## src/sv/sonar_pixel_to_polar_min_range_bins_assert.svh

```systemverilog
// Assertion helpers for the sonar binning controller.
`ifndef SONAR_PIXEL_TO_POLAR_MIN_RANGE_BINS_ASSERT_SVH
`define SONAR_PIXEL_TO_POLAR_MIN_RANGE_BINS_ASSERT_SVH

// Check a property on every rising clock edge outside reset.
`define SPMB_ASSERT(lbl, clk, rst, prop) \
   lbl: assert property (@(posedge clk) disable iff (rst) prop) \
      else $error("spmb assertion failed");

// Check that a condition is followed by another on the next cycle.
`define SPMB_ASSERT_NEXT(lbl, clk, rst, a, b) \
   `SPMB_ASSERT(lbl, clk, rst, (a) |=> (b))

`endif

```

## src/sv/spmb_pkg.sv

```systemverilog
`default_nettype none
package spmb_pkg;

   localparam int NUM_BINS   = 180;
   localparam int BIN_W      = 8;
   localparam int XQ_W       = 32;
   localparam int CX_W       = 34;
   localparam int Z_W        = 18;
   localparam int DVD_W      = 17;
   localparam int ROT_STEPS  = 16;
   localparam int DIV_STEPS  = 17;
   localparam int CNT_W      = 5;
   localparam int ADDR_W     = 5;
   localparam logic [15:0] GAIN_INV = 16'd39797;

   localparam logic [2:0] REG_THRESHOLD = 3'd0;
   localparam logic [2:0] REG_CENTRE    = 3'd1;
   localparam logic [2:0] REG_ORIGIN    = 3'd2;
   localparam logic [2:0] REG_MPP       = 3'd3;
   localparam logic [2:0] REG_LIMIT     = 3'd4;
   localparam logic [2:0] REG_START     = 3'd5;
   localparam logic [2:0] REG_WIDTH     = 3'd6;

   typedef enum logic [3:0] {
      S_IDLE, S_RD_MEM, S_RD_OUT, S_MUL, S_PRE, S_ROT, S_RNG, S_DIV, S_BIN_RD, S_UPD
   } state_type;

   typedef struct packed {
      logic [7:0]         bright_threshold;
      logic [9:0]         centre_column;
      logic [9:0]         origin_row;
      logic [19:0]        metres_per_pixel;
      logic [15:0]        range_limit;
      logic signed [15:0] angle_start;
      logic [15:0]        bin_width;
   } cfg_type;

   typedef struct packed {
      logic             capture;
      logic             rd_req;
      logic             rd_out;
      logic             mul;
      logic             pre;
      logic             rot;
      logic             rng;
      logic             div_step;
      logic             bin_rd;
      logic             upd;
      logic [CNT_W-1:0] step;
   } cmd_type;

   typedef struct packed {
      logic is_read;
      logic echo;
   } status_type;

   function automatic logic signed [15:0] q20_to_q12(input logic signed [XQ_W-1:0] v);
      logic [XQ_W-1:0] mag;
      logic [XQ_W-1:0] r;
      logic signed [15:0] res;
      mag = v[XQ_W-1] ? XQ_W'(-v) : XQ_W'(v);
      r = (mag + XQ_W'(128)) >> 8;
      if (v[XQ_W-1]) begin
         if (r > XQ_W'(32768)) res = 16'sh8000;
         else res = 16'(-r);
      end else begin
         if (r > XQ_W'(32767)) res = 16'sh7FFF;
         else res = 16'(r);
      end
      return res;
   endfunction

   function automatic logic signed [Z_W-1:0] atan_entry(input logic [3:0] i);
      logic signed [Z_W-1:0] a;
      unique case (i)
         4'd0: a = 18'sd8192;
         4'd1: a = 18'sd4836;
         4'd2: a = 18'sd2555;
         4'd3: a = 18'sd1297;
         4'd4: a = 18'sd651;
         4'd5: a = 18'sd326;
         4'd6: a = 18'sd163;
         4'd7: a = 18'sd81;
         4'd8: a = 18'sd41;
         4'd9: a = 18'sd20;
         4'd10: a = 18'sd10;
         4'd11: a = 18'sd5;
         4'd12: a = 18'sd3;
         4'd13: a = 18'sd1;
         4'd14: a = 18'sd1;
         default: a = 18'sd0;
      endcase
      return a;
   endfunction

endpackage
`default_nettype wire

```

## src/sv/spmb_csr.sv

```systemverilog
`default_nettype none
module spmb_csr (
   input  wire                               clock,
   input  wire                               reset,
   input  wire                               psel,
   input  wire                               penable,
   input  wire                               pwrite,
   input  wire  [spmb_pkg::ADDR_W-1:0]       paddr,
   input  wire  [31:0]                       pwdata,
   output logic [31:0]                       prdata,
   output spmb_pkg::cfg_type                 cfg
);

   spmb_pkg::cfg_type cfg_ff, cfg_in;
   logic [2:0] idx;

   assign idx = paddr[4:2];
   assign cfg = cfg_ff;

   always_comb begin
      cfg_in = cfg_ff;
      if (psel && penable && pwrite) begin
         unique case (idx)
            spmb_pkg::REG_THRESHOLD: cfg_in.bright_threshold = pwdata[7:0];
            spmb_pkg::REG_CENTRE:    cfg_in.centre_column = pwdata[9:0];
            spmb_pkg::REG_ORIGIN:    cfg_in.origin_row = pwdata[9:0];
            spmb_pkg::REG_MPP:       cfg_in.metres_per_pixel = pwdata[19:0];
            spmb_pkg::REG_LIMIT:     cfg_in.range_limit = pwdata[15:0];
            spmb_pkg::REG_START:     cfg_in.angle_start = signed'(pwdata[15:0]);
            spmb_pkg::REG_WIDTH:     cfg_in.bin_width = pwdata[15:0];
            default: ;
         endcase
      end
   end

   always_comb begin
      unique case (idx)
         spmb_pkg::REG_THRESHOLD: prdata = {24'd0, cfg_ff.bright_threshold};
         spmb_pkg::REG_CENTRE:    prdata = {22'd0, cfg_ff.centre_column};
         spmb_pkg::REG_ORIGIN:    prdata = {22'd0, cfg_ff.origin_row};
         spmb_pkg::REG_MPP:       prdata = {12'd0, cfg_ff.metres_per_pixel};
         spmb_pkg::REG_LIMIT:     prdata = {16'd0, cfg_ff.range_limit};
         spmb_pkg::REG_START:     prdata = {16'd0, cfg_ff.angle_start};
         spmb_pkg::REG_WIDTH:     prdata = {16'd0, cfg_ff.bin_width};
         default:                 prdata = 32'd0;
      endcase
   end

   always_ff @(posedge clock) begin
      if (reset) begin
         cfg_ff.bright_threshold <= 8'd127;
         cfg_ff.centre_column    <= 10'd127;
         cfg_ff.origin_row       <= 10'd425;
         cfg_ff.metres_per_pixel <= 20'd2960;
         cfg_ff.range_limit      <= 16'd4915;
         cfg_ff.angle_start      <= -16'sd10923;
         cfg_ff.bin_width        <= 16'd364;
      end else begin
         cfg_ff <= cfg_in;
      end
   end

endmodule
`default_nettype wire

```

## config.mk

```make
export PLATFORM = sky130hd
export DESIGN_NAME = spmb_csr
export DESIGN_NICKNAME = d
export VERILOG_FILES = /design/src/sv/sonar_pixel_to_polar_min_range_bins_assert.svh /design/src/sv/spmb_pkg.sv /design/src/sv/spmb_csr.sv
export SDC_FILE = /design/constraint.sdc
export NUM_CORES = 1
export LEC_CHECK = 0
export BUFFER_PORTS_ARGS = -buffer_cell sky130_fd_sc_hd__buf_4
export CAP_MARGIN = 20
export CORE_ASPECT_RATIO = 1.75
export CORE_MARGIN = 10
export CORE_UTILIZATION = 53
export CTS_CLUSTER_DIAMETER = 40
export DETAILED_ROUTE_END_ITERATION = 8
export GPL_TIMING_DRIVEN = 0
export MAX_ROUTING_LAYER = met4
export PLACE_DENSITY_LB_ADDON = 0.3
export SETUP_SLACK_MARGIN = 0.2
export SYNTH_ARGS = -nofsm -noshare
export SYNTH_HDL_FRONTEND = slang
export SYNTH_SLANG_ARGS = --single-unit
```

## constraint.sdc

```tcl
create_clock -name clock -period 1.8 [get_ports clock]
set_input_delay 0 -clock clock [delete_from_list [all_inputs] [get_ports clock]]
set_output_delay 0 -clock clock [all_outputs]
set_load 0.02 [all_outputs]
```

Word-level counts from Yosys, hierarchy flattened

Cells that the tools add are included.

Register bits after elaboration: 96
Output and inout port bits: 128
Input port bits: 42
Logic and storage cells: 24

Eq/ne operators: 6
Reductions and logical operators: 10
Muxes and demuxes: 1

Operators by type and width:

| operator                                                         | number |
|---|---|
| 20-bit one-hot mux with 7 select lines                           | 1 |
| 2-bit AND reduction                                              | 7 |
| 3-bit == test (second input constant)                            | 3 |
| 3-bit by 2-bit == test with 1-bit output (second input constant) | 2 |
| 3-bit by 1-bit == test with 1-bit output (second input constant) | 1 |
| 3-bit zero test                                                  | 1 |
| 1-bit logical AND                                                | 2 |

Depth between registers and ports, before layout

Depth in word-level cells: 3
Depth in mapped cells: 6
Mapped depth without buffers: 3

Least setup slack after synthesis

OpenSTA, ideal clock, no wires.

Kind: reg-to-output
From: register cfg_ff (netlist bit cfg[80])
To: output port prdata[2]
Cell stages (with the launch flop): 4
Path buffers: 0
Slack: 0.440 ns
Data arrival time: 1.360 ns
Path through: dfxtp_1 mux2i_1 o221a_2 a221oi_1

Word-level cells in the longest chain between the ends: 1

RTL lines:

| item                                   | RTL line       | text |
|---|---|---|
| start, declared                        | spmb_csr.sv:14 | `spmb_pkg::cfg_type cfg_ff, cfg_in;` |
| start signal, assigned                 | spmb_csr.sv:59 | `cfg_ff <= cfg_in;` |
| 20-bit one-hot mux with 7 select lines | spmb_csr.sv:37 | `unique case (idx)` |
| end, declared                          | spmb_csr.sv:10 | `output logic [31:0] prdata,` |

No other way between the ends.

Worst setup path after layout

From: register cfg_ff (netlist bit cfg[53])
To: output port prdata[5]

The elaborated chain is that of the path after synthesis.

==> impl_metrics.xml <==
<?xml version="1.0" encoding="UTF-8"?>
<metrics>
  <group name="drt">
    <metric name="drt_pass1_iterations" unit="">5</metric>
    <metric name="ant_nets" unit="">0</metric>
    <metric name="wl_met2" unit="mm">9.728</metric>
    <metric name="via_per_inst" unit="">5.916</metric>
    <metric name="drt-met1-wl" unit="mm">6.992</metric>
    <metric name="sum_of_met3_wire_segment_lengths_after_detailed_routing" unit="mm">1.358</metric>
    <metric name="post_drt_wl_per_cell" unit="um">23.30</metric>
    <metric name="route.top_layer_used" unit="">met4</metric>
    <metric name="detail_route.drc_violations" unit="">0</metric>
    <metric name="drtIter0Drc" unit="">389</metric>
    <metric name="routed_wirelength" unit="mm">19.04</metric>
    <metric name="route.vias.total" unit="">4833</metric>
  </group>
  <group name="sta">
    <metric name="rsz_0062_raised_after_global_routing" unit="">no</metric>
    <metric name="worst_pin_slew" unit="ps">853.0</metric>
    <metric name="clock_skew" unit="ps">0</metric>
    <metric name="final_tns_setup" unit="ps">0</metric>
    <metric name="setup-violations-final" unit="">0</metric>
    <metric name="final-hold-violation-count" unit="">0</metric>
    <metric name="maxSlewViolCount" unit="">0</metric>
    <metric name="max_clock_freq" unit="MHz">628.8</metric>
    <metric name="max_slew_margin" unit="%">43.13</metric>
    <metric name="finalHoldWorstSlack" unit="ps">10.04</metric>
    <metric name="post-route-period-util" unit="%">88.35</metric>
    <metric name="final_period_minus_worst_setup_slack" unit="ps">1590</metric>
  </group>
  <group name="synthesis">
    <metric name="post_synth.cell_area_avg" unit="sq um">9.030</metric>
    <metric name="netlist_top_cells_area" unit="">sky130_fd_sc_hd__dfxtp_1 (42%), sky130_fd_sc_hd__mux2i_1 (19%), sky130_fd_sc_hd__nor2_1 (5.0%)</metric>
    <metric name="share_of_synthesized_area_occupied_by_flip_flops_and_latches" unit="%">41.57</metric>
    <metric name="synth_top_area_share" unit="%">41.57</metric>
    <metric name="yosys_register_bits" unit="">96</metric>
    <metric name="syn-cell-area" unit="sq um">4623</metric>
    <metric name="synth_area_leader_cell" unit="">sky130_fd_sc_hd__dfxtp_1</metric>
    <metric name="synth_ff_type" unit="">sky130_fd_sc_hd__dfxtp_1</metric>
    <metric name="synth_edf_count" unit="">0</metric>
    <metric name="synth_commonest_cells" unit="">sky130_fd_sc_hd__dfxtp_1 (96), sky130_fd_sc_hd__mux2i_1 (86), sky130_fd_sc_hd__nor2_1 (62), sky130_fd_sc_hd__nand3_1 (41), sky130_fd_sc_hd__a21oi_1 (37)</metric>
    <metric name="async_flop_share" unit="%">0</metric>
    <metric name="synthMostInstantiatedCell" unit="">sky130_fd_sc_hd__dfxtp_1</metric>
    <metric name="postSynthCellCount" unit="">512</metric>
    <metric name="synth-warning-count" unit="">0</metric>
    <metric name="synth_cell_type_count" unit="">39</metric>
  </group>
  <group name="place">
    <metric name="post-dp-hpwl" unit="mm">13.63</metric>
    <metric name="place_congestion" unit="">0.9478</metric>
    <metric name="placed_instance_area" unit="sq um">5884</metric>
    <metric name="placement.io_buffers" unit="">143</metric>
  </group>
  <group name="grt">
    <metric name="grtUsageTotal" unit="%">28.88</metric>
    <metric name="grt_first_pass_wirelength" unit="mm">28.39</metric>
    <metric name="pin_count_of_the_biggest_net_entering_global_routing" unit="">15</metric>
    <metric name="overflow" unit="">0</metric>
    <metric name="first_global_vias" unit="">5039</metric>
    <metric name="number_of_antenna_violations_at_the_first_check_in_global_routing" unit="">0</metric>
  </group>
  <group name="clock_network">
    <metric name="clkTransAtPathRegs" unit="ps">70</metric>
    <metric name="numClockSinks" unit="">96</metric>
    <metric name="cts_root_buf" unit="">sky130_fd_sc_hd__clkbuf_16</metric>
    <metric name="ctsLongestPathBuffers" unit="">2</metric>
    <metric name="clock_tree_from_tritoncts" unit="">done</metric>
    <metric name="skew_pair_late_insertion_delay" unit="ps">350</metric>
    <metric name="cts_post_setup_buffers_inserted" unit="">0</metric>
    <metric name="tritoncts.num_buffers" unit="">9</metric>
    <metric name="cts_max_level" unit="">3</metric>
  </group>
  <group name="final_layout">
    <metric name="share_of_final_layout_standard_cells_stronger_than_drive_strength_1" unit="%">29.43</metric>
    <metric name="number_of_flip_flops_under_the_largest_register_name" unit="">96</metric>
    <metric name="nFillCells" unit="">673</metric>
    <metric name="num-nets-final" unit="">739</metric>
    <metric name="synthToLayoutAreaGrowth" unit="%">38.05</metric>
    <metric name="finish.instance_area" unit="sq um">6382</metric>
    <metric name="antenna-diode-count" unit="">0</metric>
  </group>
  <group name="run_status">
    <metric name="result_of_the_run" unit="">complete, no violations</metric>
  </group>
  <group name="worst_setup_path">
    <metric name="timing.rr.start" unit="">cfg[25]$_SDFFE_PP0P_</metric>
    <metric name="worst-endpoint-required" unit="ps">1800</metric>
    <metric name="worst_setup_path_end_kind" unit="">output pin</metric>
    <metric name="critPathMaxFanout" unit="">3</metric>
    <metric name="cp_cell_sequence" unit="">mux2i_1 &gt; o221a_1 &gt; a221oi_1 &gt; buf_4</metric>
    <metric name="critical_path_arrival" unit="ps">1590</metric>
    <metric name="cp_slowest_stage_delay" unit="ps">380</metric>
    <metric name="startpoint_type" unit="">flip-flop</metric>
    <metric name="crit_start" unit="">cfg[53]$_SDFFE_PP0P_</metric>
    <metric name="critical-path-slowest-cell" unit="">sky130_fd_sc_hd__dfxtp_1</metric>
    <metric name="critPathKind" unit="">flip-flop to output pin</metric>
  </group>
  <group name="flow_run">
    <metric name="max_cap_viol_count" unit="">0</metric>
  </group>
  <group name="power">
    <metric name="power.density_cell_area" unit="nW/um^2">746.6</metric>
    <metric name="power_leakage" unit="nW">2.907</metric>
    <metric name="vdd.ir_drop.worst" unit="mV">0.5561</metric>
  </group>
  <group name="floorplan">
    <metric name="core_area" unit="sq um">8615</metric>
    <metric name="die_y" unit="um">143.6</metric>
    <metric name="rows" unit="">45</metric>
    <metric name="die_w" unit="um">90.60</metric>
    <metric name="dieArea" unit="sq um">13010</metric>
    <metric name="initial_utilization" unit="%">53.67</metric>
    <metric name="ioPinCount" unit="">170</metric>
  </group>
  <group name="worst_hold_path">
    <metric name="min-delay-path-class" unit="">input pin to flip-flop</metric>
    <metric name="hp-start" unit="">reset</metric>
  </group>
</metrics>
per-stage QoR:
stage / total power, mW / setup WS (ps) / util [%] / instances
2_1_floorplan: 2.553 / 440.5 / - / 523
3_3_place_gp: 2.809 / 235.1 / 68.31 / 783
3_5_place_dp: 2.819 / 179.9 / 68.31 / 783
4_1_cts: 4.728 / 241.1 / 74.09 / 817
5_1_grt: 4.873 / 201.8 / 74.09 / 817
6_report: 4.765 / 209.7 / 74.09 / 817
layout by cell type (no fill, tap or decap), drive strengths merged:
| cell type | synthesis | routed |
|---|---|---|
| nand2 | 10 | 10 |
| a221oi | 7 | 7 |
| and4b | 3 | 3 |
| or3 | 2 | 2 |
| conb | 1 | 12 |
| o31ai | 3 | 3 |
| a31oi | 2 | 2 |
| nand2b | 28 | 28 |
| a32oi | 3 | 3 |
| and3b | 1 | 1 |
| and2 | 4 | 4 |
| nor2 | 66 | 66 |
| mux2i | 86 | 86 |
| and2b | 2 | 2 |
| nand3 | 42 | 42 |
| o221a | 5 | 5 |
| o211ai | 8 | 8 |
| clkinvlp | 0 | 1 |
| a2bb2oi | 4 | 4 |
| nand4b | 1 | 1 |
| nand4 | 1 | 1 |
| a21oi | 37 | 37 |
| nor2b | 2 | 2 |
| dfxtp | 96 | 96 |
| bufinv | 0 | 1 |
| dlygate4sd3 | 0 | 20 |
| and4 | 1 | 1 |
| clkinv | 0 | 1 |
| mux2 | 3 | 3 |
| clkbuf | 17 | 28 |
| o221ai | 1 | 1 |
| inv | 6 | 6 |
| buf | 36 | 179 |
| o21ai | 34 | 34 |
cells by family (layout without fill, tap and decap cells):
group | Yosys count | after routing | share of synthesized area (%)
compound gates | 104 | 104 | 13.94
other cells | 1 | 12 | 0.08111
simple gates | 163 | 163 | 17.86
mux | 89 | 89 | 19.35
buf+inv | 59 | 236 | 7.199
flops | 96 | 96 | 41.57
area by class of cell:
cell class	instances	area (sq um)	share of cell area, %
Timing Repair Buffer	163	1274	19.96
Clock buffer	11	252.7	3.960
Tap cell	117	146.4	2.294
Buffer	53	310.3	4.862
Clock inverter	3	42.54	0.6665
Sequential cell	96	1922	30.11
Multi-Input combinational cell	368	2412	37.80
Inverter	6	22.52	0.3529
worst paths after layout:
path / to / slack (ps) / cells after the start
setup / recovery: prdata[5] / 210 / 4
hold / removal: cfg[1]$_SDFFE_PP0P_ / 10 / 3
setup reg to reg: cfg[25]$_SDFFE_PP0P_ / 1050 / 2
hold reg to reg: cfg[61]$_SDFFE_PP0P_ / 500 / 2
power by group:
group          total, mW  leakage, nW  switching (mW)  internal, mW
clock network       1.94        0.143           0.806          1.13
registers           2.15        0.776          0.0139          2.14
logic              0.671         1.99           0.411         0.260
total               4.77         2.91            1.23          3.53
critical path: cells and delay by family (launching register included):
family | cells | cell delay (ps)
AO/OA/AOI/OAI | 2 | 540
multiplexers | 1 | 100
buffers and inverters | 1 | 210
flip-flops | 1 | 380
metal layers:
layer	vias to the layer above	global-route usage [%]
li1	2163	-
met4	0	18.94
met2	298	49.94
met3	80	5.326
met1	2292	29.40
met5	-	-
what timing repair did:
action,4_1_cts,5_1_grt
resized for setup,1,0
endpoints found under the setup margin,2,0
hold buffers,20,0
endpoints found under the hold margin,59,0
Power figures use the tool's default switching activity.
