`config.mk`:
```
export PLATFORM = sky130hd
export DESIGN_NAME = spmb_ctrl
export DESIGN_NICKNAME = d
export VERILOG_FILES = /design/src/sv/spmb_pkg.sv /design/src/sv/spmb_ctrl.sv
export VERILOG_INCLUDE_DIRS = /design/src /design/src/sv
export SDC_FILE = /design/constraint.sdc
export NUM_CORES = 1
export LEC_CHECK = 0
export ABC_CLOCK_PERIOD_IN_PS = 3100
export CAP_MARGIN = 5
export CORE_UTILIZATION = 25
export DETAILED_ROUTE_END_ITERATION = 8
export DONT_BUFFER_PORTS = 1
export MAX_ROUTING_LAYER = met4
export SETUP_SLACK_MARGIN = 0.2
export SYNTH_ARGS = -nofsm -noshare
export SYNTH_HDL_FRONTEND = slang
export SYNTH_SLANG_ARGS = --single-unit
```
`constraint.sdc`:
```
create_clock -name clock -period 3.1 [get_ports clock]
set_input_delay 0.93 -clock clock [delete_from_list [all_inputs] [get_ports clock]]
set_output_delay 0.93 -clock clock [all_outputs]
set_load 0.03 [all_outputs]
```
`src/sv/sonar_pixel_to_polar_min_range_bins_assert.svh`:
```
// Assertion helpers for the sonar binning controller.
`ifndef SONAR_PIXEL_TO_POLAR_MIN_RANGE_BINS_ASSERT_SVH
`define SONAR_PIXEL_TO_POLAR_MIN_RANGE_BINS_ASSERT_SVH

// Check a property on every rising clock edge outside reset.
`define SPMB_ASSERT(lbl, clk, rst, prop) \
   lbl: assert property (@(posedge clk) disable iff (rst) prop) \
      else $error("spmb assertion failed");

// Check that a condition is followed by another on the next cycle.
`define SPMB_ASSERT_NEXT(lbl, clk, rst, a, b) \
   `SPMB_ASSERT(lbl, clk, rst, (a) |=> (b))

`endif

```
`src/sv/spmb_pkg.sv`:
```
`default_nettype none
package spmb_pkg;

   localparam int NUM_BINS   = 180;
   localparam int BIN_W      = 8;
   localparam int XQ_W       = 32;
   localparam int CX_W       = 34;
   localparam int Z_W        = 18;
   localparam int DVD_W      = 17;
   localparam int ROT_STEPS  = 16;
   localparam int DIV_STEPS  = 17;
   localparam int CNT_W      = 5;
   localparam int ADDR_W     = 5;
   localparam logic [15:0] GAIN_INV = 16'd39797;

   localparam logic [2:0] REG_THRESHOLD = 3'd0;
   localparam logic [2:0] REG_CENTRE    = 3'd1;
   localparam logic [2:0] REG_ORIGIN    = 3'd2;
   localparam logic [2:0] REG_MPP       = 3'd3;
   localparam logic [2:0] REG_LIMIT     = 3'd4;
   localparam logic [2:0] REG_START     = 3'd5;
   localparam logic [2:0] REG_WIDTH     = 3'd6;

   typedef enum logic [3:0] {
      S_IDLE, S_RD_MEM, S_RD_OUT, S_MUL, S_PRE, S_ROT, S_RNG, S_DIV, S_BIN_RD, S_UPD
   } state_type;

   typedef struct packed {
      logic [7:0]         bright_threshold;
      logic [9:0]         centre_column;
      logic [9:0]         origin_row;
      logic [19:0]        metres_per_pixel;
      logic [15:0]        range_limit;
      logic signed [15:0] angle_start;
      logic [15:0]        bin_width;
   } cfg_type;

   typedef struct packed {
      logic             capture;
      logic             rd_req;
      logic             rd_out;
      logic             mul;
      logic             pre;
      logic             rot;
      logic             rng;
      logic             div_step;
      logic             bin_rd;
      logic             upd;
      logic [CNT_W-1:0] step;
   } cmd_type;

   typedef struct packed {
      logic is_read;
      logic echo;
   } status_type;

   function automatic logic signed [15:0] q20_to_q12(input logic signed [XQ_W-1:0] v);
      logic [XQ_W-1:0] mag;
      logic [XQ_W-1:0] r;
      logic signed [15:0] res;
      mag = v[XQ_W-1] ? XQ_W'(-v) : XQ_W'(v);
      r = (mag + XQ_W'(128)) >> 8;
      if (v[XQ_W-1]) begin
         if (r > XQ_W'(32768)) res = 16'sh8000;
         else res = 16'(-r);
      end else begin
         if (r > XQ_W'(32767)) res = 16'sh7FFF;
         else res = 16'(r);
      end
      return res;
   endfunction

   function automatic logic signed [Z_W-1:0] atan_entry(input logic [3:0] i);
      logic signed [Z_W-1:0] a;
      unique case (i)
         4'd0: a = 18'sd8192;
         4'd1: a = 18'sd4836;
         4'd2: a = 18'sd2555;
         4'd3: a = 18'sd1297;
         4'd4: a = 18'sd651;
         4'd5: a = 18'sd326;
         4'd6: a = 18'sd163;
         4'd7: a = 18'sd81;
         4'd8: a = 18'sd41;
         4'd9: a = 18'sd20;
         4'd10: a = 18'sd10;
         4'd11: a = 18'sd5;
         4'd12: a = 18'sd3;
         4'd13: a = 18'sd1;
         4'd14: a = 18'sd1;
         default: a = 18'sd0;
      endcase
      return a;
   endfunction

endpackage
`default_nettype wire

```
`src/sv/spmb_ctrl.sv`:
```
`default_nettype none
`include "sonar_pixel_to_polar_min_range_bins_assert.svh"
module spmb_ctrl (
   input  wire                   clock,
   input  wire                   reset,
   input  wire                   start,
   output logic                  busy,
   input  spmb_pkg::status_type  status,
   output spmb_pkg::cmd_type     cmd
);

   localparam int CNT_W = spmb_pkg::CNT_W;

   spmb_pkg::state_type state_ff, state_in;
   logic [CNT_W-1:0]    count_ff, count_in;
   logic                accept;

   assign busy   = state_ff != spmb_pkg::S_IDLE;
   assign accept = start && !busy;

   always_comb begin
      state_in = state_ff;
      count_in = count_ff;
      cmd      = '0;
      cmd.step = count_ff;
      unique case (state_ff)
         spmb_pkg::S_IDLE: begin
            count_in = '0;
            if (accept) begin
               cmd.capture = 1'b1;
               if (status.is_read) state_in = spmb_pkg::S_RD_MEM;
               else if (status.echo) state_in = spmb_pkg::S_MUL;
            end
         end
         spmb_pkg::S_RD_MEM: begin
            cmd.rd_req = 1'b1;
            state_in   = spmb_pkg::S_RD_OUT;
         end
         spmb_pkg::S_RD_OUT: begin
            cmd.rd_out = 1'b1;
            state_in   = spmb_pkg::S_IDLE;
         end
         spmb_pkg::S_MUL: begin
            cmd.mul  = 1'b1;
            state_in = spmb_pkg::S_PRE;
         end
         spmb_pkg::S_PRE: begin
            cmd.pre  = 1'b1;
            state_in = spmb_pkg::S_ROT;
         end
         spmb_pkg::S_ROT: begin
            cmd.rot  = 1'b1;
            count_in = count_ff + 1'b1;
            if (count_ff == CNT_W'(spmb_pkg::ROT_STEPS - 1)) begin
               count_in = '0;
               state_in = spmb_pkg::S_RNG;
            end
         end
         spmb_pkg::S_RNG: begin
            cmd.rng  = 1'b1;
            state_in = spmb_pkg::S_DIV;
         end
         spmb_pkg::S_DIV: begin
            cmd.div_step = 1'b1;
            count_in     = count_ff + 1'b1;
            if (count_ff == CNT_W'(spmb_pkg::DIV_STEPS - 1)) begin
               count_in = '0;
               state_in = spmb_pkg::S_BIN_RD;
            end
         end
         spmb_pkg::S_BIN_RD: begin
            cmd.bin_rd = 1'b1;
            state_in   = spmb_pkg::S_UPD;
         end
         spmb_pkg::S_UPD: begin
            cmd.upd  = 1'b1;
            state_in = spmb_pkg::S_IDLE;
         end
         default: state_in = spmb_pkg::S_IDLE;
      endcase
   end

   always_ff @(posedge clock) begin
      if (reset) begin
         state_ff <= spmb_pkg::S_IDLE;
         count_ff <= '0;
      end else begin
         state_ff <= state_in;
         count_ff <= count_in;
      end
   end

   `SPMB_ASSERT_NEXT(a_read_path, clock, reset, accept && status.is_read, state_ff == spmb_pkg::S_RD_MEM)
   `SPMB_ASSERT(a_rot_count, clock, reset, (state_ff == spmb_pkg::S_ROT) |-> (count_ff < CNT_W'(spmb_pkg::ROT_STEPS)))
   `SPMB_ASSERT(a_div_count, clock, reset, (state_ff == spmb_pkg::S_DIV) |-> (count_ff < CNT_W'(spmb_pkg::DIV_STEPS)))
   `SPMB_ASSERT_NEXT(a_emit_idle, clock, reset, cmd.upd || cmd.rd_out, state_ff == spmb_pkg::S_IDLE && !cmd.upd && !cmd.rd_out)

endmodule
`default_nettype wire

```
# Yosys cells after proc, flatten, opt, wreduce, memory -nomap -nowiden

Index checks and enable logic that the tools add are counted.

Flip-flop bits (word level): 9

Add/subtract/negate cells: 1
Equal/unequal tests: 15
Mux-type cells: 20
Reduce and logical (&&, ||, !) cells: 6

Operators with widths:

| cell                  | count |
|---|---|
| $pmux W4 S8           | 1 |
| $mux W4               | 5 |
| $eq A4 B3 Y1 const B  | 4 |
| $pmux W5 S3           | 1 |
| $mux W1               | 11 |
| $mux W5               | 2 |
| $eq A4 B2 Y1 const B  | 2 |
| $eq A4 B4 Y1 const B  | 2 |
| $ne A2 B2 Y1 const B  | 3 |
| $add A5 B1 Y5 const B | 1 |
| $eq A5 B4 Y1 const B  | 1 |
| $eq A5 B5 Y1 const B  | 1 |
| $eq A4 B1 Y1 const B  | 1 |
| $logic_not A4 Y1      | 1 |
| $reduce_and A4 Y1     | 1 |
| $reduce_bool A4 Y1    | 1 |
| $ne A3 B3 Y1 const B  | 1 |
| $reduce_bool A3 Y1    | 1 |
| $logic_and A1 B1 Y1   | 1 |
| $logic_not A1 Y1      | 1 |

# Depth between registers and ports, before layout

Gate-level depths: netlist of the first run.

Depth in word-level cells: 5
Gate-level depth with buffers: 8

# Worst setup path before layout of the first run

Ideal clock, no wire load.

Path kind: register -> output
Start: register state_ff[1]
End: output port cmd[12] in the netlist's numbering
Data arrival time: 1426 ps
Required time: 2170 ps
Setup slack: 744 ps
Cell stages (with the launch flop): 4
Buffers on the path: 1
Path through: dfxtp_1 clkbuf_1 nand2_1 nor3_1

RTL lines:

| item                   | RTL line        | text |
|---|---|---|
| from (decl)            | spmb_ctrl.sv:14 | `spmb_pkg::state_type state_ff, state_in;` |
| from (signal assigned) | spmb_ctrl.sv:85 | `state_ff <= spmb_pkg::S_IDLE;` |
| from (signal assigned) | spmb_ctrl.sv:88 | `state_ff <= state_in;` |
| to (decl)              | spmb_ctrl.sv:9  | `output spmb_pkg::cmd_type cmd` |

==> metrics.cfg, run 1 <==
[setup_path]
start_kind=flip-flop
regToRegEndpoint=state_ff[1]
arrival_ns=1.71
crit_required_ns=2.17
rr_startpoint=count_ff[0]
rrSetupSlack_ns=0.95
criticalPathCategory=reg -> out
cp-end-kind=output pin
crit_fanout=15
reg2reg_depth=8

[global_routing]
grt_pass1_vias=528
track_usage=0.122
grt_pass1_wl_mm=2.37
antenna_found_initial=0
grt_max_degree=16
grt-ovfl-total=0

[sta]
setup_violations=0
fin_ws_ns=0.456
worst_pin_slew_ns=0.605
rsz0062_at_grt=no
maxSlewViolCount=0
min_period_over_period=0.853
setup_tns_ns=0
hold_viol=0
fin_skew_ns=0.00394
slew_headroom=0.593
fmax_mhz=378
period_minus_slack_ns=2.64

[min_path]
hold_class=reg -> reg
min_from=state_ff[3]
holdPathStages=1
min_to=state_ff[2]

[clock_network]
h-tree-depth=1
ctsResizeCount=0
cts_buffers=3
cts_setup_buffers=0
cts.sinks=9
cts_tree=built
clk_latency_ns=0.26
cts_hold_buf=0
clk_pin_slew_worst_paths_ns=0.06
clock-root-buffer=clkbuf_4
cts_buffer_depth=2

[synth]
syn_area_per_cell_um2=7.48
synth_top_area_frac=0.287
synth_nets=93
yosysSeqAreaShare=0.287
netlist_instances=84
yosysTopAreaCell=dfxtp_1
synthArstFlopShare=0
synth_seq_cells=9
synth_common_cells=9 x dfxtp_1, 9 x nand2_1, 9 x nor2_1, 7 x inv_1, 6 x nor3_1
synth_edf_count=0
synth_ff_type=dfxtp_1
yosysUniqueCellTypes=28
yosys_warnings=0
yosys-top-cells-area=dfxtp_1 29%, ha_1 8.0%, nand2_1 5.4%
synth_area_um2=628

[drt]
via_count=577
wl_per_cell_um=12.7
avgViaCountPerCell=4.97
highest_layer=met3
ant_nets=0
wl_met3_um=100
wl_met1_um=697
drt_wl_total_mm=1.48
drt_iter0_markers=10
met2_length_um=678
drc_errors=0
drt-pass1-iter-count=4

[cells_and_area]
area_growth_pct=12.5
fin_nets=98
drive_above_1_share=0.136
antennaDiodeCount=0
final_core_util=0.308
finish.instance_area_um2=707

[job]
drv_cap=0

[die]
start_util=0.273
core_area_mm2=0.00230
rows=17
io_pins=21
fp.dieW_um=52.1
fp.dieH_um=52.1
die-area_mm2=0.00272

[place]
place_ws_ns=0.709
numPortBuffers=0
place_congestion=0.808
dp_hpwl_mm=1.07
dpl-instance-area_um2=681

[power]
irDropWorstVdd_mv=0.184
cellPowerDensity_mw_per_mm2=450
power.leakage_nw=0.271

[run_status]
outcome=complete, no violations

## registers in the layout, indices dropped and copies added, names as in the netlist
name and flops:
count_ff 5, state_ff 4
## per-stage QoR
stage,power (mW),cells,hold WS (ns)
3_3_place_gp,0.229,112,0.621
6_report,0.318,116,0.626
3_5_place_dp,0.230,112,0.608
5_1_grt,0.337,116,0.654
4_1_cts,0.322,116,0.628
2_1_floorplan,0.213,84,0.542
## kinds of logic after synthesis
group | count (synthesis) | share of synthesized area
compound gates | 14 | 0.171
fa+ha+maj | 4 | 0.0797
buf+inv | 12 | 0.0737
flops | 9 | 0.287
simple gates | 45 | 0.388
## routing by layer
metal / track usage / vias to the layer above
met5: - / -
met4: 0.0270 / 0
met3: 0.0497 / 0
met2: 0.188 / 21
met1: 0.149 / 258
li1: - / 298
## worst max-delay path, stage by stage (launching register included)
cell     delay, ns
dfxtp_1       0.45
nor4_1        0.61
and2_1        0.40
## layout make-up
cell class / instances / area, um^2
tap: 28 / 35.0
clock buffer: 4 / 26.3
inverter: 7 / 26.3
sequential: 9 / 180
timing repair buffer: 5 / 37.5
fill: 257 / 1590
multi-input combinational: 63 / 402
## placed cells by master (no fill, tap or decap), drive strengths merged
cell | netlist | final
and4 | 1 | 1
nor2b | 2 | 2
nand3b | 2 | 2
nand2 | 9 | 9
a21oi | 5 | 5
a31oi | 2 | 2
a211o | 1 | 1
or2 | 2 | 2
a22oi | 1 | 1
nand3 | 4 | 4
and4bb | 1 | 1
and2 | 1 | 1
o21ai | 2 | 2
nor3b | 1 | 1
dfxtp | 9 | 9
o21bai | 1 | 1
and3b | 1 | 1
nor4 | 2 | 2
clkbuf | 4 | 4
ha | 4 | 4
nor3 | 6 | 6
nand2b | 4 | 4
o32ai | 1 | 1
nor2 | 9 | 9
inv | 7 | 7
a2111oi | 1 | 1
buf | 1 | 5
## worst max path at each step
stage                startpoint       to  slack (ns)  cells after the start
floorplan           state_ff[1]  cmd[12]        0.74                      3
global placement    state_ff[1]  cmd[14]        0.86                      2
detailed placement  state_ff[1]  cmd[14]        0.71                      2
CTS                 state_ff[1]  cmd[14]        0.43                      2
global route        state_ff[1]  cmd[14]        0.31                      2
finish              state_ff[1]  cmd[14]        0.46                      2
## power breakdown
| group | switching [mW] | internal [mW] | leakage, nW |
|---|---|---|---|
| Combinational | 0.0616 | 0.0284 | 0.184 |
| Sequential | 0.0173 | 0.121 | 0.0729 |
| Clock | 0.0401 | 0.0495 | 0.0150 |
| Total | 0.119 | 0.199 | 0.271 |
Power figures use the tool's default switching activity.
==> run 2, diff against run 1 <==
ABC_AREA = 1   (was unset)
==> run 2 against run 1 <==
  * Cell count is 16% higher
  * Via count is 6.8% higher
  * Routed wire length is 0.47% higher
  * First-iteration DRC count is 30% lower
  * Synthesized cell count is 19% higher
  * Clock power is 4.0% higher
  * Largest cell class unchanged
==> metrics.cfg, run 2 <==
[power]
p_comb_frac=0.561
p_clk_frac=0.149
sequentialPowerShare=0.290
internal-power_uw=275
power.switching_uw=353
power.leakage_nw=0.356
cellPowerDensity_mw_per_mm2=876
total_power_uw=628
swShare=0.562
irDropWorstVdd_mv=0.383

[min_path]
hold_class=reg -> reg
min_from=state_ff[3]

[synth]
synth_common_cells=20 x inv_1, 17 x nor2_1, 15 x nand2_1, 9 x dfxtp_1, 8 x nand3_1
synth_compound_area_frac=0.0923
yosys-top-cells-area=dfxtp_1 28%, inv_1 12%, nor2_1 10%
synth_nets=109
yosysUniqueCellTypes=18
yosysSeqAreaShare=0.283
synth_top_family_by_area=simple AND/OR/NAND/NOR gates
synth_ff_type=dfxtp_1
synthArstFlopShare=0
yosys_warnings=0
synthMuxAreaShare=0
synth_seq_cells=9
synth-simple-area-share=0.385
netlist_instances=100
synth-adder-area-share=0.0786
synthXorXnorAreaFrac=0.0138
synth.most_common_cell=inv_1
synth_top_area_frac=0.283
syn_area_per_cell_um2=6.37
synth_area_um2=637
yosysTopAreaCell=dfxtp_1
synth_edf_count=0

[drt]
drt_wl_total_mm=1.48
ant_nets=0
wl_per_cell_um=11.0
drt_iter0_markers=7
drc_errors=0
drt-pass1-iter-count=4
via_count=616
avgViaCountPerCell=4.56

[sta]
period_minus_slack_ns=2.62
min_period_over_period=0.847
hold_viol=0
fmax_mhz=381
slew_headroom=0.579
fin_skew_ns=0.00756
worst_pin_slew_ns=0.630
rsz0062_at_grt=no
setup_tns_ns=0
maxSlewViolCount=0
setup_violations=0
fin_ws_ns=0.476

[clock_network]
cts.sinks=9
cts_setup_buffers=0
h-tree-depth=1
cts_buffers=3
clk_pin_slew_worst_paths_ns=0.07
cts_buffer_depth=2
clk_latency_ns=0.26
cts_tree=built
clock-root-buffer=clkbuf_4
cts_hold_buf=0
ctsResizeCount=0

[cells_and_area]
top_regs=count_ff: 5 flops, state_ff: 4 flops
stdcell_count=135
antennaDiodeCount=0
max_flop_register=count_ff
fin_nets=117
drive_above_1_share=0.159
area_growth_pct=12.6
final_cell_mix=20 x inv_1, 17 x nor2_1, 15 x nand2_1
largest_reg_flops=5
final_common_cell=inv_1

[setup_path]
crit_fanout=6
cp-end-kind=output pin
arrival_ns=1.69
crit_start=state_ff[2]
rr_startpoint=count_ff[1]
start_kind=flip-flop
crit_required_ns=2.17
criticalPathCategory=reg -> out

[place]
place_ws_ns=0.758
post-place-cells=131
dp_hpwl_mm=1.17
place_congestion=0.755
numPortBuffers=0

[global_routing]
grt_pass1_wl_mm=2.35
grt_pass1_vias=542
grt_util_met3=0.0232
grt-ovfl-total=0
top_usage_layer=met2
grt_max_degree=9
track_usage=0.120
met2_usage=0.192
antenna_found_initial=0
use_met1=0.136

[die]
core_area_mm2=0.00230
start_util=0.277
fp.dieH_um=52.5
fp.dieW_um=52.5
rows=17
io_pins=21
die-area_mm2=0.00275

[job]
drv_cap=0

[run_status]
outcome=complete, no violations

-- run 2: cell types whose count changed after synthesis, moves of 4 or more --
cell | before | now
clkbuf_1 | 4 | 0
inv_1 | 7 | 20
nand2_2 | 0 | 5
nand2_1 | 9 | 15
nor2_1 | 9 | 17
nand3_1 | 4 | 8
nand2b_1 | 4 | 0
-- run 2: path summary, 6_finish.rpt --
path | end | slack, ns | cells past startpoint
worst max-delay path | cmd[14] | 0.48 | 3
worst min-delay path | count_ff[1] | 0.60 | 3
worst max register to register | state_ff[0] | 1.11 | 13
worst min register to register | count_ff[1] | 0.60 | 3
-- run 2: metal layers --
layer | up-vias | routed length (um) | part of all wire
met3 | 0 | 109 | 0.073
li1 | 323 | - | -
met1 | 270 | 664 | 0.45
met4 | 0 | 0 | 0
met2 | 23 | 709 | 0.48
met5 | - | 0 | 0
-- run 2: power by group through the flow --
| stage | Combinational (mW) | Clock (mW) | Sequential [mW] |
|---|---|---|---|
| after floorplan | 0.314 | 0 | 0.168 |
| after global placement | 0.347 | 0 | 0.184 |
| after detailed placement | 0.350 | 0 | 0.185 |
| after CTS | 0.352 | 0.0968 | 0.182 |
| after global routing | 0.388 | 0.103 | 0.187 |
| final | 0.352 | 0.0933 | 0.182 |
-- run 2: kinds of logic (layout without fill, tap and decap cells) --
logic type      after synthesis  in the layout
simple gates                 53             53
buf+inv                      23             30
compound gates               10             10
flops                         9              9
fa+ha+maj                     4              4
xor+xnor                      1              1
-- run 2: cell type report --
class | count | area (um^2)
clock buffers | 4 | 26.3
multi-input cells | 68 | 363
flip-flops and latches | 9 | 180
inverters | 22 | 82.6
well taps | 28 | 35.0
fillers | 257 | 1580
repair buffers | 4 | 30.0
-- run 2: metrics by stage --
| stage | util | cell area, um^2 | hold WS (ns) |
|---|---|---|---|
| after floorplan | - | 637 | 0.547 |
| after global placement | 0.301 | 691 | 0.599 |
| after detailed placement | 0.301 | 691 | 0.599 |
| after CTS | 0.312 | 717 | 0.604 |
| after global routing | 0.312 | 717 | 0.635 |
| final | 0.312 | 717 | 0.597 |
-- run 2: critical path: stages, from the launching register on --
cell and delay [ns]:
dfxtp_1 0.36, nor2_1 0.27, nand2_1 0.30, nor2_1 0.51
==> run 3, diff against run 2 <==
ABC_CLOCK_PERIOD_IN_PS = 2300   (was 3100)
clock period = 2.3 ns   (was 3.1 ns; I/O delays follow)
==> run 3 against run 2 <==
  * Critical path depth up 2
  * Sequential power up 33%
  * Utilization is 2.3 points higher
  * Combinational power up 55%
  * Final area up 7.5%
  * Via count is 7.8% higher
  * Worst setup slack worse by 0.16 ns
  * Die area is the same
  * Non-clock buffer count rose by 6
  * Critical path type unchanged
  * Critical endpoint is now cmd[5]
==> metrics.cfg, run 3 (synthesis results as in run 2) <==
[place]
numPortBuffers=0
place_ws_ns=0.466
dp_hpwl_mm=1.26
dpl-instance-area_um2=736
place_congestion=0.820

[cells_and_area]
multiInputGateArea_um2=370
max_flop_register=count_ff
register_area_um2=181
finish.instance_area_um2=771
fillers=261
largest_reg_flops=5
area_growth_pct=21.0
final_common_cell=inv_1
antennaDiodeCount=0
fin_nets=123
final_cell_mix=20 x inv_1, 15 x nand2_1, 14 x nor2_1
drive_above_1_share=0.239
top_regs=count_ff: 5 flops, state_ff: 4 flops

[sta]
setup_violations=0
hold_viol=0
fin_ws_ns=0.313
min_period_over_period=0.864
period_minus_slack_ns=1.99
fmax_mhz=503
whs_ns=0.495
worst_pin_slew_ns=0.463
fin_skew_ns=0.00322
maxSlewViolCount=0
rsz0062_at_grt=no
slew_headroom=0.691
setup_tns_ns=0

[die]
fp.dieW_um=52.5
start_util=0.277
fp.dieH_um=52.5
die-area_mm2=0.00275
core_area_mm2=0.00230
io_pins=21
rows=17

[drt]
via_count=664
drt_wl_total_mm=1.56
drt-pass1-iter-count=4
drt_iter0_markers=17
ant_nets=0
wl_per_cell_um=11.1
avgViaCountPerCell=4.71
drc_errors=0

[power]
power.leakage_nw=0.389
p_comb_frac=0.600
p_clk_frac=0.134
cellPowerDensity_mw_per_mm2=1180
internal-power_uw=417
irDropWorstVdd_mv=0.648
swShare=0.542
sequentialPowerShare=0.266
power.switching_uw=494

[min_path]
hold_class=in -> reg
holdPathStages=1

[clock_network]
cts_tree=built
cts_buffers=3
clk_latency_ns=0.26
clock-root-buffer=clkbuf_4
cts_setup_buffers=0
cts.sinks=9
clk_pin_slew_worst_paths_ns=0.06
cts_buffer_depth=2
h-tree-depth=1
cts_hold_buf=0

[setup_path]
cp-end-kind=output pin
max_stage_delay_ns=0.44
reg2reg_depth=12
arrival_ns=1.30
criticalPathCategory=reg -> out
cpMostUsedCell=inv_1
crit_family=flip-flops
crit_chain=inv_1, nor2_2, inv_1, nor3_1, buf_4
crit_cells=5
crit_required_ns=1.61
start_kind=flip-flop
cpMaxStageDelayCell=dfxtp_2
crit_fanout=8
path_buf_inv=3

[global_routing]
grt-ovfl-total=0
grt_pass1_vias=592
grt_max_degree=9
track_usage=0.131
grt_pass1_wl_mm=2.56
antenna_found_initial=0

[job]
drv_cap=0

[run_status]
outcome=complete, no violations

run 3: path summary, 6_finish.rpt:
path	endpoint	slack (ns)	from
worst max register to register	state_ff[0]	0.51	count_ff[2]
worst min-delay path	count_ff[3]	0.50	reset
worst min register to register	count_ff[1]	0.59	state_ff[0]
worst max-delay path	cmd[5]	0.31	state_ff[0]
run 3: timing repair:
action,4_1_cts,5_1_grt
setup endpoints to repair,1,3
pin swaps,0,0
endpoints found under the hold margin,0,0
resized for setup,1,3
run 3: routing by layer:
metal	share of wire	vias to the layer above	track usage	routed length (um)
li1	-	339	-	-
met3	0.067	2	0.0290	104
met5	0	-	-	0
met1	0.47	299	0.161	735
met4	0.011	0	0.0658	17
met2	0.45	24	0.200	702
run 3: cell type report:
class | instances | share of cell area
Tap cell | 28 | 0.0455
Inverter | 22 | 0.107
Timing Repair Buffer | 10 | 0.0974
Sequential cell | 9 | 0.235
Multi-Input combinational cell | 68 | 0.481
Clock buffer | 4 | 0.0341
run 3: stage by stage:
stage	std cells	power, mW	util
final	141	0.911	0.336
after detailed placement	137	0.774	0.320
after CTS	141	0.902	0.332
after floorplan	100	0.649	-
after global routing	141	0.984	0.336
after global placement	137	0.764	0.320
run 3: power groups by stage:
stage	sequential, mW	combinational (mW)	clock, mW
after floorplan	0.226	0.423	0
after global placement	0.235	0.528	0
after detailed placement	0.239	0.535	0
after CTS	0.237	0.537	0.129
after global routing	0.245	0.603	0.135
final	0.242	0.546	0.122
